$ cat src/rtl/rsc_pkg.sv
package rsc_pkg;

  localparam int unsigned STACK_DEPTH = 128;
  localparam int unsigned FRAC_BITS   = 16;
  localparam int unsigned WORD_W      = 32;
  localparam int unsigned ADDR_W      = $clog2(STACK_DEPTH);
  localparam int unsigned DEPTH_W     = $clog2(STACK_DEPTH + 1);
  // Dividend is a magnitude shifted up by the fraction bits for div
  localparam int unsigned DIV_W       = WORD_W + FRAC_BITS;
  localparam int unsigned DIV_CNT_W   = $clog2(DIV_W + 1);

  typedef enum logic [3:0] {
    FN_PUSH  = 4'd0,
    FN_ADD   = 4'd1,
    FN_SUB   = 4'd2,
    FN_MUL   = 4'd3,
    FN_DIV   = 4'd4,
    FN_MOD   = 4'd5,
    FN_POP   = 4'd6,
    FN_PEEK  = 4'd7,
    FN_DUP   = 4'd8,
    FN_SWAP  = 4'd9,
    FN_CLEAR = 4'd10
  } func_e;

  typedef enum logic [2:0] {
    ST_OK    = 3'd0,
    ST_UNDER = 3'd1,
    ST_FULL  = 3'd2,
    ST_ZDIV  = 3'd3,
    ST_SWAP  = 3'd4,
    ST_SAT   = 3'd5
  } status_e;

endpackage

$ cat src/rtl/rsc_div.sv
module rsc_div (
  input  logic                        clk_i,
  input  logic                        rst_ni,
  input  logic                        start_i,
  input  logic [rsc_pkg::DIV_W-1:0]   dividend_i,
  input  logic [rsc_pkg::WORD_W-1:0]  divisor_i,
  output logic                        done_o,
  output logic [rsc_pkg::DIV_W-1:0]   quotient_o,
  output logic [rsc_pkg::WORD_W-1:0]  remainder_o
);
  import rsc_pkg::*;

  logic [DIV_W-1:0]     dvd_q, dvd_d;
  logic [WORD_W-1:0]    rem_q, rem_d;
  logic [WORD_W-1:0]    dvs_q;
  logic [DIV_CNT_W-1:0] cnt_q, cnt_d;
  logic                 run_q, run_d;
  logic                 done_q, done_d;
  logic [WORD_W:0]      rem_sh;
  logic                 ge;

  always_comb begin
    rem_sh = {rem_q, dvd_q[DIV_W-1]};
    ge     = rem_sh >= {1'b0, dvs_q};
    dvd_d  = dvd_q;
    rem_d  = rem_q;
    cnt_d  = cnt_q;
    run_d  = run_q;
    done_d = 1'b0;
    if (start_i) begin
      dvd_d = dividend_i;
      rem_d = '0;
      cnt_d = DIV_CNT_W'(DIV_W);
      run_d = 1'b1;
    end else if (run_q) begin
      // restoring step: one quotient bit shifts in at the bottom of the dividend
      rem_d = ge ? WORD_W'(rem_sh - {1'b0, dvs_q}) : WORD_W'(rem_sh);
      dvd_d = {dvd_q[DIV_W-2:0], ge};
      cnt_d = cnt_q - DIV_CNT_W'(1);
      if (cnt_q == DIV_CNT_W'(1)) begin
        run_d  = 1'b0;
        done_d = 1'b1;
      end
    end
  end

  always_ff @(posedge clk_i or negedge rst_ni) begin
    if (!rst_ni) begin
      cnt_q  <= '0;
      run_q  <= 1'b0;
      done_q <= 1'b0;
    end else begin
      cnt_q  <= cnt_d;
      run_q  <= run_d;
      done_q <= done_d;
    end
  end

  always_ff @(posedge clk_i) begin
    dvd_q <= dvd_d;
    rem_q <= rem_d;
    if (start_i) begin
      dvs_q <= divisor_i;
    end
  end

  assign done_o      = done_q;
  assign quotient_o  = dvd_q;
  assign remainder_o = rem_q;

endmodule

$ cat config.mk
export PLATFORM = sky130hd
export DESIGN_NAME = rsc_div
export DESIGN_NICKNAME = d
export VERILOG_FILES = /design/src/rtl/rsc_pkg.sv /design/src/rtl/rsc_div.sv
export SDC_FILE = /design/constraint.sdc
export NUM_CORES = 1
export LEC_CHECK = 0
export BUFFER_PORTS_ARGS = -buffer_cell sky130_fd_sc_hd__buf_4
export CORE_MARGIN = 2
export CORE_UTILIZATION = 35
export CTS_CLUSTER_DIAMETER = 60
export DETAILED_ROUTE_END_ITERATION = 8
export GPL_ROUTABILITY_DRIVEN = 0
export PLACE_DENSITY = 0.55
export SYNTH_ARGS = -nofsm -noshare
export SYNTH_HDL_FRONTEND = slang
export SYNTH_SLANG_ARGS = --single-unit
$ cat constraint.sdc
create_clock -name clk_i -period 3.5 [get_ports clk_i]
set_input_delay 0.175 -clock clk_i [delete_from_list [all_inputs] [get_ports clk_i]]
set_output_delay 0.175 -clock clk_i [all_outputs]
set_load 0.01 [all_outputs]
==> results of run 1 <==
final timing paths:
| check | from | endpoint | slack, ns | depth (start not counted) |
|---|---|---|---|---|
| max | dvs_q[3] | remainder_o[10] | 0.33 | 12 |
| min | dividend_i[34] | quotient_o[34] | 0.05 | 2 |
| max reg2reg | dvs_q[3] | remainder_o[10] | 0.33 | 12 |
| min reg2reg | remainder_o[25] | remainder_o[25] | 0.51 | 2 |
| max in group asynchronous | rst_ni | cnt_q[2] | 3.25 | 2 |
| min in group asynchronous | rst_ni | run_q | 0.11 | 2 |
power breakdown:
group / switching (W) / internal [W]
combinational: 0.00135 / 0.00122
sequential: 0.000240 / 0.00179
clock: 0.000677 / 0.00113
total: 0.00226 / 0.00414
final cells by class:
class | instances | area [um2]
timing repair buffer | 202 | 1600
inverter | 41 | 154
clock buffer | 19 | 433
sequential | 120 | 3240
multi-input combinational | 409 | 3090
fill | 1747 | 9660
tap | 234 | 293
clock inverter | 13 | 169
flip-flops by register name, indices dropped and copies added, names as in the netlist:
name / cells
cnt_q: 6
done_o: 1
dvs_q: 32
quotient_o: 48
remainder_o: 32
run_q: 1
per-stage QoR:
stage	hold WS [ns]	worst slack, ns
2_1_floorplan	-0.121	0.887
3_3_place_gp	-0.00277	0.408
3_5_place_dp	-0.00110	0.335
4_1_cts	0.0304	0.297
5_1_grt	0.0271	0.0702
6_report	0.0525	0.334
timing repair:
item | 4_1_cts | 5_1_grt
hold buffers | 33 | 0
gates resized for setup | 0 | 0
hold endpoints to repair | 40 | 0
layer usage:
metal	track usage, %	routed length (um)	vias to the layer above
met2	27.9	7940	143
met3	6.85	1250	15
met5	0	0	-
li1	-	-	2585
met4	5.00	167	0
met1	21.7	7690	2478
cells in the final DEF, fill, tap and decap left out, types with 3 or more instances in the layout:
cell,instances
xnor2_1,17
o22ai_1,3
bufinv_16,3
nand2b_1,9
o21ai_0,19
ha_1,34
a31oi_1,3
a211oi_1,27
o21bai_1,3
dlygate4sd3_1,33
o21a_1,4
mux2_2,48
a21oi_1,33
inv_1,40
edfxtp_1,80
nor3_1,6
inv_6,5
clkinvlp_4,3
buf_4,169
o211ai_1,3
dfrtp_1,8
nor2_1,48
and2_1,4
nand3_1,7
o21ai_1,9
dfxtp_1,32
xor2_1,13
mux2i_1,26
nor2b_1,4
nand2_1,34
clkbuf_16,17
a21o_1,8
nand4_1,5
and3_1,3
cells by family after synthesis:
logic type,count (synthesis)
fa+ha+maj,35
xor+xnor,30
buf+inv,66
flops,120
simple gates,132
mux,75
compound gates,137
==> qor.yml, run 1 <==
clock_tree:
  clock-sinks: 120
  postCtsSetupBuffers: 0
  cts.path.max_buffers: 2
  cts-htree-levels: 4
  tritoncts: "built"
  path_clk_slew_ns: 0.06
  cts_root_buf: "clkbuf_16"
  clk_latency_ns: 0.42
  numCtsBuffers: 17
logic_synthesis:
  async_flop_share_pct: 6.67
  synth_top_area_cell: "edfxtp_1"
  synthTopCellsByArea: "edfxtp_1 (36%), dfxtp_1 (9.7%), mux2_2 (8.2%)"
  yosysTopAreaCellShare_pct: 36.2
  synthMuxAreaShare_pct: 12.3
  ys_types: 64
  synth_top_family_by_area: "compound AO/OA/AOI/OAI gates"
  synth_seq_cells: 120
  yosysSeqAreaShare_pct: 48.9
  synth-compound-area-share_pct: 14.1
  yosys_warnings: 0
  synth_most_common_cell: "edfxtp_1"
  yosys.area_share.adder_pct: 6.72
  synth_area_um2: 6630
  synth_common_cells: "edfxtp_1 (80), mux2_2 (48), nor2_1 (48), inv_1 (41)"
  yosys.area_share.simple_pct: 9.44
  synthCells: 595
  yosys.area_share.xor_xnor_pct: 3.96
  post_synth.cell_area_avg_um2: 11.1
  synth_fp_nets: 713
  synth_edf_count: 80
  synth_top_flop_cell: "edfxtp_1"
sta:
  rsz0062_at_grt: "false"
  fin_crit_ns: 3.17
  fmax_ghz: 0.316
  setup_violations: 0
  finClkSkew_ns: 0.00899
  setup_tns_ns: 0
  finalHoldViolCount: 0
  slew_headroom_pct: 39.3
  slew_viol_final: 0
  fin_crit_sh_pct: 90.5
  tightest_slew_ns: 0.910
global_route:
  grt_pass1_vias: 5361
  grt_max_degree: 74
  grt_pass1_wl_mm: 27.4
  grt_util_all_layers_pct: 17.4
  overflow: 0
  antenna_found_initial: 0
place:
  place_hpwl_mm: 12.5
  port_buffers: 163
  dp_cells: 973
  dpl_cell_area_um2: 8050
setup_path:
  critPathTopFamily: "compound AO/OA/AOI/OAI gates"
  cp.arrival_ns: 3.43
  path_buf_inv: 2
  cp-end-kind: "flop"
  cpPeakStageDelay_ns: 0.59
  path_max_fanout: 17
  crit_type: "flop to flop"
  cp_slowest_cell: "o21ai_4"
  path_cells: "inv_1, ha_1, o211ai_1, a21oi_2, o21ai_1, o21a_4, o211ai_2, nand2_2, o21ai_4, buf_4, mux2i_1, a211oi_1"
  start_kind: "flop"
  cp.required_ns: 3.76
finish:
  drive_gt1_share_pct: 32.5
  nets: 909
  fin_area_um2: 8980
  syn2layout_area_growth_pct: 35.5
  final_cells: 1038
  final_util_pct: 48.2
  antenna_cells: 0
power_and_ir_drop:
  vdd_drop_max_uv: 353
  leakagePower_nw: 3.83
  power_w: 0.00640
  power.density_nw_per_um2: 713
route:
  drc: 0
  drt-total-wl_mm: 17.1
  first_pass_iters: 4
  drtIter0Drc: 199
  vias: 5221
  detail_route.wl_per_cell_um: 16.4
  antenna_left: 0
  via_per_inst: 5.03
die:
  coreArea_um2: 18600
  die_w_um: 142
  rows: 50
  die_y_um: 142
  ioPinCount: 164
  dieArea_um2: 20100
  start_util_pct: 35.6
run:
  cap_violations: 0
outcome:
  outcome: "complete, no violations"
min_path:
  hold_path.class: "input pin to flop"
(Power assumes the default switching activity.)
==> run 2: changes to the inputs <==
--- a/config.mk
+++ b/config.mk
@@ -8,4 +8,6 @@
 export BUFFER_PORTS_ARGS = -buffer_cell sky130_fd_sc_hd__buf_4
+export CELL_PAD_IN_SITES_DETAIL_PLACEMENT = 0
+export CELL_PAD_IN_SITES_GLOBAL_PLACEMENT = 1
 export CORE_MARGIN = 2
-export CORE_UTILIZATION = 35
+export CORE_UTILIZATION = 42
 export CTS_CLUSTER_DIAMETER = 60
@@ -13,3 +15,3 @@
 export GPL_ROUTABILITY_DRIVEN = 0
-export PLACE_DENSITY = 0.55
+export PLACE_DENSITY = 0.8
 export SYNTH_ARGS = -nofsm -noshare
==> constraint.sdc (replaced) <==
create_clock -name clk_i -period 3.5 [get_ports clk_i]
set_input_delay 0.7 -clock clk_i [delete_from_list [all_inputs] [get_ports clk_i]]
set_output_delay 0.7 -clock clk_i [all_outputs]
set_load 0.01 [all_outputs]
==> run 2 against run 1 <==
Fmax increased by 8.1%. Global-route usage increased by 3.2 points. Sequential power about the same. Routed wire length decreased by 2.9%. Combinational power about the same. Die area decreased by 16%. Flip-flop and latch count unchanged. Largest cell class unchanged. Largest power group unchanged.
==> qor.yml, run 2 (synthesis gave the netlist of run 1 again) <==
outcome:
  outcome: "complete, no violations"
global_route:
  antenna_found_initial: 0
  grt_max_degree: 60
  grt_util_met1_pct: 25.8
  use_met2_pct: 33.4
  grtUsageMet3_pct: 7.68
  grt_pass1_vias: 5300
  overflow: 0
  top_usage_layer: "met2"
  grt_util_all_layers_pct: 20.5
  grt_pass1_wl_mm: 26.7
place:
  place_hpwl_mm: 12.4
  place_worst_setup_slack_ns: 0.603
  port_buffers: 163
  dpl_cell_area_um2: 8040
  dp_cells: 952
sta:
  slew_viol_final: 0
  fin_crit_ns: 2.93
  fmax_ghz: 0.342
  tightest_slew_ns: 0.854
  finalHoldViolCount: 0
  setup_tns_ns: 0
  rsz0062_at_grt: "false"
  setup_violations: 0
  fin_crit_sh_pct: 83.7
  finClkSkew_ns: 0.0113
  slew_headroom_pct: 42.8
  worst_slack_ns: 0.572
clock_tree:
  cts.path.max_buffers: 2
  cts_resized: 0
  tritoncts: "built"
  postCtsSetupBuffers: 0
  path_clk_slew_ns: 0.06
  numCtsBuffers: 17
  clk_latency_ns: 0.42
  cts_root_buf: "clkbuf_16"
  postCtsHoldBufs: 0
  cts-htree-levels: 4
  clock-sinks: 120
die:
  start_util_pct: 43.3
  die_y_um: 130
  coreArea_um2: 15300
  rows: 45
  die_w_um: 130
  dieArea_um2: 16800
  ioPinCount: 164
route:
  first_pass_iters: 4
  drtIter0Drc: 319
  via_per_inst: 5.22
  vias: 5133
  drt-total-wl_mm: 16.6
  antenna_left: 0
  drc: 0
  detail_route.wl_per_cell_um: 16.8
power_and_ir_drop:
  vdd_drop_max_uv: 430
  leakagePower_nw: 3.70
  power.density_nw_per_um2: 727
setup_path:
  cp_slowest_cell: "ha_1"
  path_common_cell: "o21ai_1"
  cp-end-kind: "flop"
  timing.rr.end: "remainder_o[20]"
  rr_startpoint: "remainder_o[4]"
  critPathTopFamily: "compound AO/OA/AOI/OAI gates"
  cp.required_ns: 3.77
  path_buf_inv: 1
  path_max_fanout: 15
  cpPeakStageDelay_ns: 0.42
  crit_type: "flop to flop"
  r2r_slack_ns: 0.57
  worst-r2r-cell-count: 11
  path_cells: "ha_1, o21ai_1, a21oi_1, o21ai_1, o21a_4, o211ai_2, nand2_2, o21ai_4, buf_4, mux2i_1, a211oi_1"
  cp.arrival_ns: 3.20
  start_kind: "flop"
finish:
  mostFrequentLayoutCells: "buf_4 (171), edfxtp_1 (80), mux2_2 (48), nor2_1 (48), inv_1 (40)"
  drive_gt1_share_pct: 34.3
  nets: 878
  fillers: 1340
  final_cells: 984
  antenna_cells: 0
  layout_commonest_cell: "buf_4"
  syn2layout_area_growth_pct: 29.8
  final_util_pct: 56.2
  fin_area_um2: 8600
  largest_register_ffs: 48
min_path:
  hold_path.class: "input pin to asynchronous set/reset pin"
run:
  cap_violations: 0
## run 2: changes by cell type in the layout (fill, tap and decap cells not counted), moves of 2 or more
cell,delta
clkbuf_1,-2
buf_4,+2
dlygate4sd3_1,-33
clkinv_2,+3
bufinv_16,-2
## run 2: area by class of cell
class	count	area, um2	area share (%)
sequential	120	3240	37.7
tap	211	264	3.07
timing repair buffer	171	1280	14.9
clock buffer	17	425	4.94
clock inverter	15	141	1.64
multi-input combinational	409	3090	35.9
inverter	41	154	1.79
## run 2: worst max-delay path by stage
stage	from	endpoint	slack, ns	cells after the start
3_3_place_gp	remainder_o[1]	remainder_o[26]	0.67	11
3_5_place_dp	remainder_o[1]	remainder_o[17]	0.60	11
5_1_grt	quotient_o[47]	remainder_o[24]	0.33	12
6_report	remainder_o[4]	remainder_o[20]	0.57	11
2_1_floorplan	remainder_o[25]	quotient_o[0]	0.89	11
4_1_cts	remainder_o[4]	remainder_o[17]	0.60	11
## run 2: stage by stage
stage,hold slack (ns),total power [W]
final,0.0856,0.00626
after global routing,0.0764,0.00666
after CTS,0.0717,0.00631
after detailed placement,0.487,0.00459
after global placement,0.475,0.00456
after floorplan,0.404,0.00382
## run 2: where the power goes
group	internal (W)	switching, W	total [W]	leakage, nW
clock network	0.000990	0.000695	0.00169	0.277
logic	0.00121	0.00133	0.00254	2.25
registers	0.00179	0.000247	0.00203	1.18
## run 2: metal layers
layer | routed length (um) | up-vias | share of wire [%]
met5 | 0 | - | 0
met4 | 176 | 0 | 1.1
met3 | 1330 | 13 | 8.0
met2 | 7910 | 158 | 48
met1 | 7140 | 2443 | 43
li1 | - | 2519 | -
==> run 3: changes to the inputs <==
Settings changed: ABC_AREA set to 1, CORE_UTILIZATION 42 to 39, PLACE_DENSITY 0.8 to 0.79.
Clock period 3.5 ns to 2.7 ns, I/O delays scaled along.
==> run 3 against run 2 <==
Non-clock buffer count is 3 higher. Die area up 22%. Clock skew increased by 0.00067 ns. Hold slack better by 0.20 ns. Register-to-register slack worse by 0.37 ns. First-iteration DRC count is 24% higher. Cell count is 53% higher. Clock-buffer cell count rose by 1. Sequential power rose by 23%. Power grew 33%. Synthesized cell count up 79%.
==> qor.yml, run 3 <==
sta:
  fmax_ghz: 0.401
  finalHoldViolCount: 0
  slew_viol_final: 0
  setup_violations: 0
  rsz0062_at_grt: "false"
  finClkSkew_ns: 0.0119
  slew_headroom_pct: 51.5
  tightest_slew_ns: 0.727
  setup_tns_ns: 0
  fin_crit_sh_pct: 92.4
  fin_crit_ns: 2.50
place:
  port_buffers: 163
  dp_cells: 1475
  dpl_cell_area_um2: 9070
  place_hpwl_mm: 17.2
global_route:
  antenna_found_initial: 0
  grt_pass1_vias: 6767
  grt_util_all_layers_pct: 22.8
  overflow: 0
  grt_max_degree: 65
  grt_pass1_wl_mm: 35.7
setup_path:
  cp.required_ns: 3.02
  cp-end-kind: "flop"
  rr_startpoint: "dvs_q[24]"
  crit_type: "flop to flop"
  cp.arrival_ns: 2.82
  startpoint: "dvs_q[24]"
  r2r_slack_ns: 0.20
  worst-r2r-cell-count: 13
  timing.rr.end: "remainder_o[28]"
  start_kind: "flop"
  path_max_fanout: 32
power_and_ir_drop:
  power.density_nw_per_um2: 861
  vdd_drop_max_uv: 452
  leakagePower_nw: 5.22
min_path:
  min_to: "dvs_q[5]"
  whs_path_depth: 1
  hp-start: "divisor_i[5]"
  hold_path.class: "input pin to flop"
finish:
  mostFrequentLayoutCells: "nand2_1 (455), inv_1 (185), buf_4 (172)"
  drive_gt1_share_pct: 18.1
  antenna_cells: 0
  largest_register_ffs: 48
  syn2layout_area_growth_pct: 27.4
  nets: 1353
  final_cells: 1508
  fin_area_um2: 9650
  layout_commonest_cell: "nand2_1"
logic_synthesis:
  synthCells: 1068
  synth_area_um2: 7570
  yosys.area_share.adder_pct: 5.88
  synth_top_family_by_area: "simple AND/OR/NAND/NOR gates"
  yosysSeqAreaShare_pct: 42.8
  synth_common_cells: "nand2_1 (455), inv_1 (186), nand3_1 (87), edfxtp_1 (80), nor2_1 (41)"
  synth_most_common_cell: "nand2_1"
  synth_fp_nets: 1186
  yosys.area_share.simple_pct: 35.1
  yosysTopAreaCellShare_pct: 31.7
  yosys.area_share.xor_xnor_pct: 1.62
  post_synth.cell_area_avg_um2: 7.09
  synth-compound-area-share_pct: 3.24
  yosys_warnings: 0
  synthTopCellsByArea: "edfxtp_1 (32%), nand2_1 (23%), inv_1 (9.2%)"
  synth_top_area_cell: "edfxtp_1"
  synth_top_flop_cell: "edfxtp_1"
  async_flop_share_pct: 6.67
  synth_edf_count: 80
  synthMuxAreaShare_pct: 0
  ys_types: 36
  synth_seq_cells: 120
die:
  ioPinCount: 164
  start_util_pct: 40.1
  die_y_um: 143
  coreArea_um2: 18900
  die_w_um: 143
  dieArea_um2: 20600
  rows: 50
clock_tree:
  numCtsBuffers: 17
  clock-sinks: 120
  cts_resized: 0
  postCtsSetupBuffers: 0
  clk_latency_ns: 0.43
  tritoncts: "built"
  cts-htree-levels: 4
  cts.path.max_buffers: 2
  path_clk_slew_ns: 0.06
  cts_root_buf: "clkbuf_16"
route:
  drt-total-wl_mm: 22.4
  detail_route.wl_per_cell_um: 14.9
  drtIter0Drc: 396
  vias: 7061
  drc: 0
  first_pass_iters: 5
  via_per_inst: 4.68
  antenna_left: 0
outcome:
  outcome: "complete, no violations"
run:
  cap_violations: 0
-- run 3: power breakdown --
group          switching [W]  internal (W)
clock network       0.000944       0.00129
logic                0.00219       0.00138
registers           0.000232       0.00227
total                0.00337       0.00494
-- run 3: cell families after synthesis --
kind of cell    after synthesis
buf+inv                     217
fa+ha+maj                    35
simple gates                635
xor+xnor                     14
compound gates               47
flops                       120
-- run 3: layer usage --
metal  global-route usage [%]  share of wire [%]  up-vias
li1                         -                  -     3655
met1                     29.9                 45     3168
met2                     36.3                 45      220
met3                     7.53                8.3       18
met4                     5.78                1.4        0
met5                        0                  0        -
-- run 3: final cells by class --
type | count | area, um2
clock inverters | 14 | 139
fillers | 1904 | 9240
well taps | 260 | 325
inverters | 191 | 717
clock buffers | 18 | 429
flip-flops and latches | 120 | 3240
multi-input cells | 731 | 3470
repair buffers | 174 | 1320
-- run 3: how the worst max path moves through the flow --
stage,endpoint,slack (ns),depth (start not counted)
floorplan,quotient_o[0],0.47,4
global placement,remainder_o[30],0.29,13
detailed placement,remainder_o[28],0.26,12
CTS,remainder_o[28],0.23,13
global route,remainder_o[29],0.07,13
finish,remainder_o[28],0.20,13
-- run 3: worst max-delay path: stages, from the launching register on --
cell and delay [ns]:
edfxtp_1 0.33, inv_1 0.05, ha_1 0.41, nand2_1 0.14, nor2_1 0.31, nand2_1 0.10, nor2_1 0.14, nand2_2 0.10
nor2_4 0.10, nor2_4 0.06, nand2_4 0.34, nand3_1 0.16, nand2_1 0.10, nand2_1 0.04
-- run 3: timing repair --
item / in CTS / in global routing
endpoints found under the hold margin: 8 / 0
setup endpoints to repair: 0 / 0
hold buffers: 1 / 0
-- run 3: per-stage QoR --
| step | utilization [%] | total power (W) | setup slack [ns] | hold slack, ns |
|---|---|---|---|---|
| finish | 51.1 | 0.00831 | 0.204 | 0.287 |
| CTS | 51.1 | 0.00838 | 0.232 | 0.270 |
| detailed placement | 48.0 | 0.00610 | 0.259 | 0.366 |
| floorplan | - | 0.00493 | 0.474 | 0.244 |
| global placement | 48.0 | 0.00611 | 0.291 | 0.367 |
| global route | 51.1 | 0.00895 | 0.0717 | 0.269 |
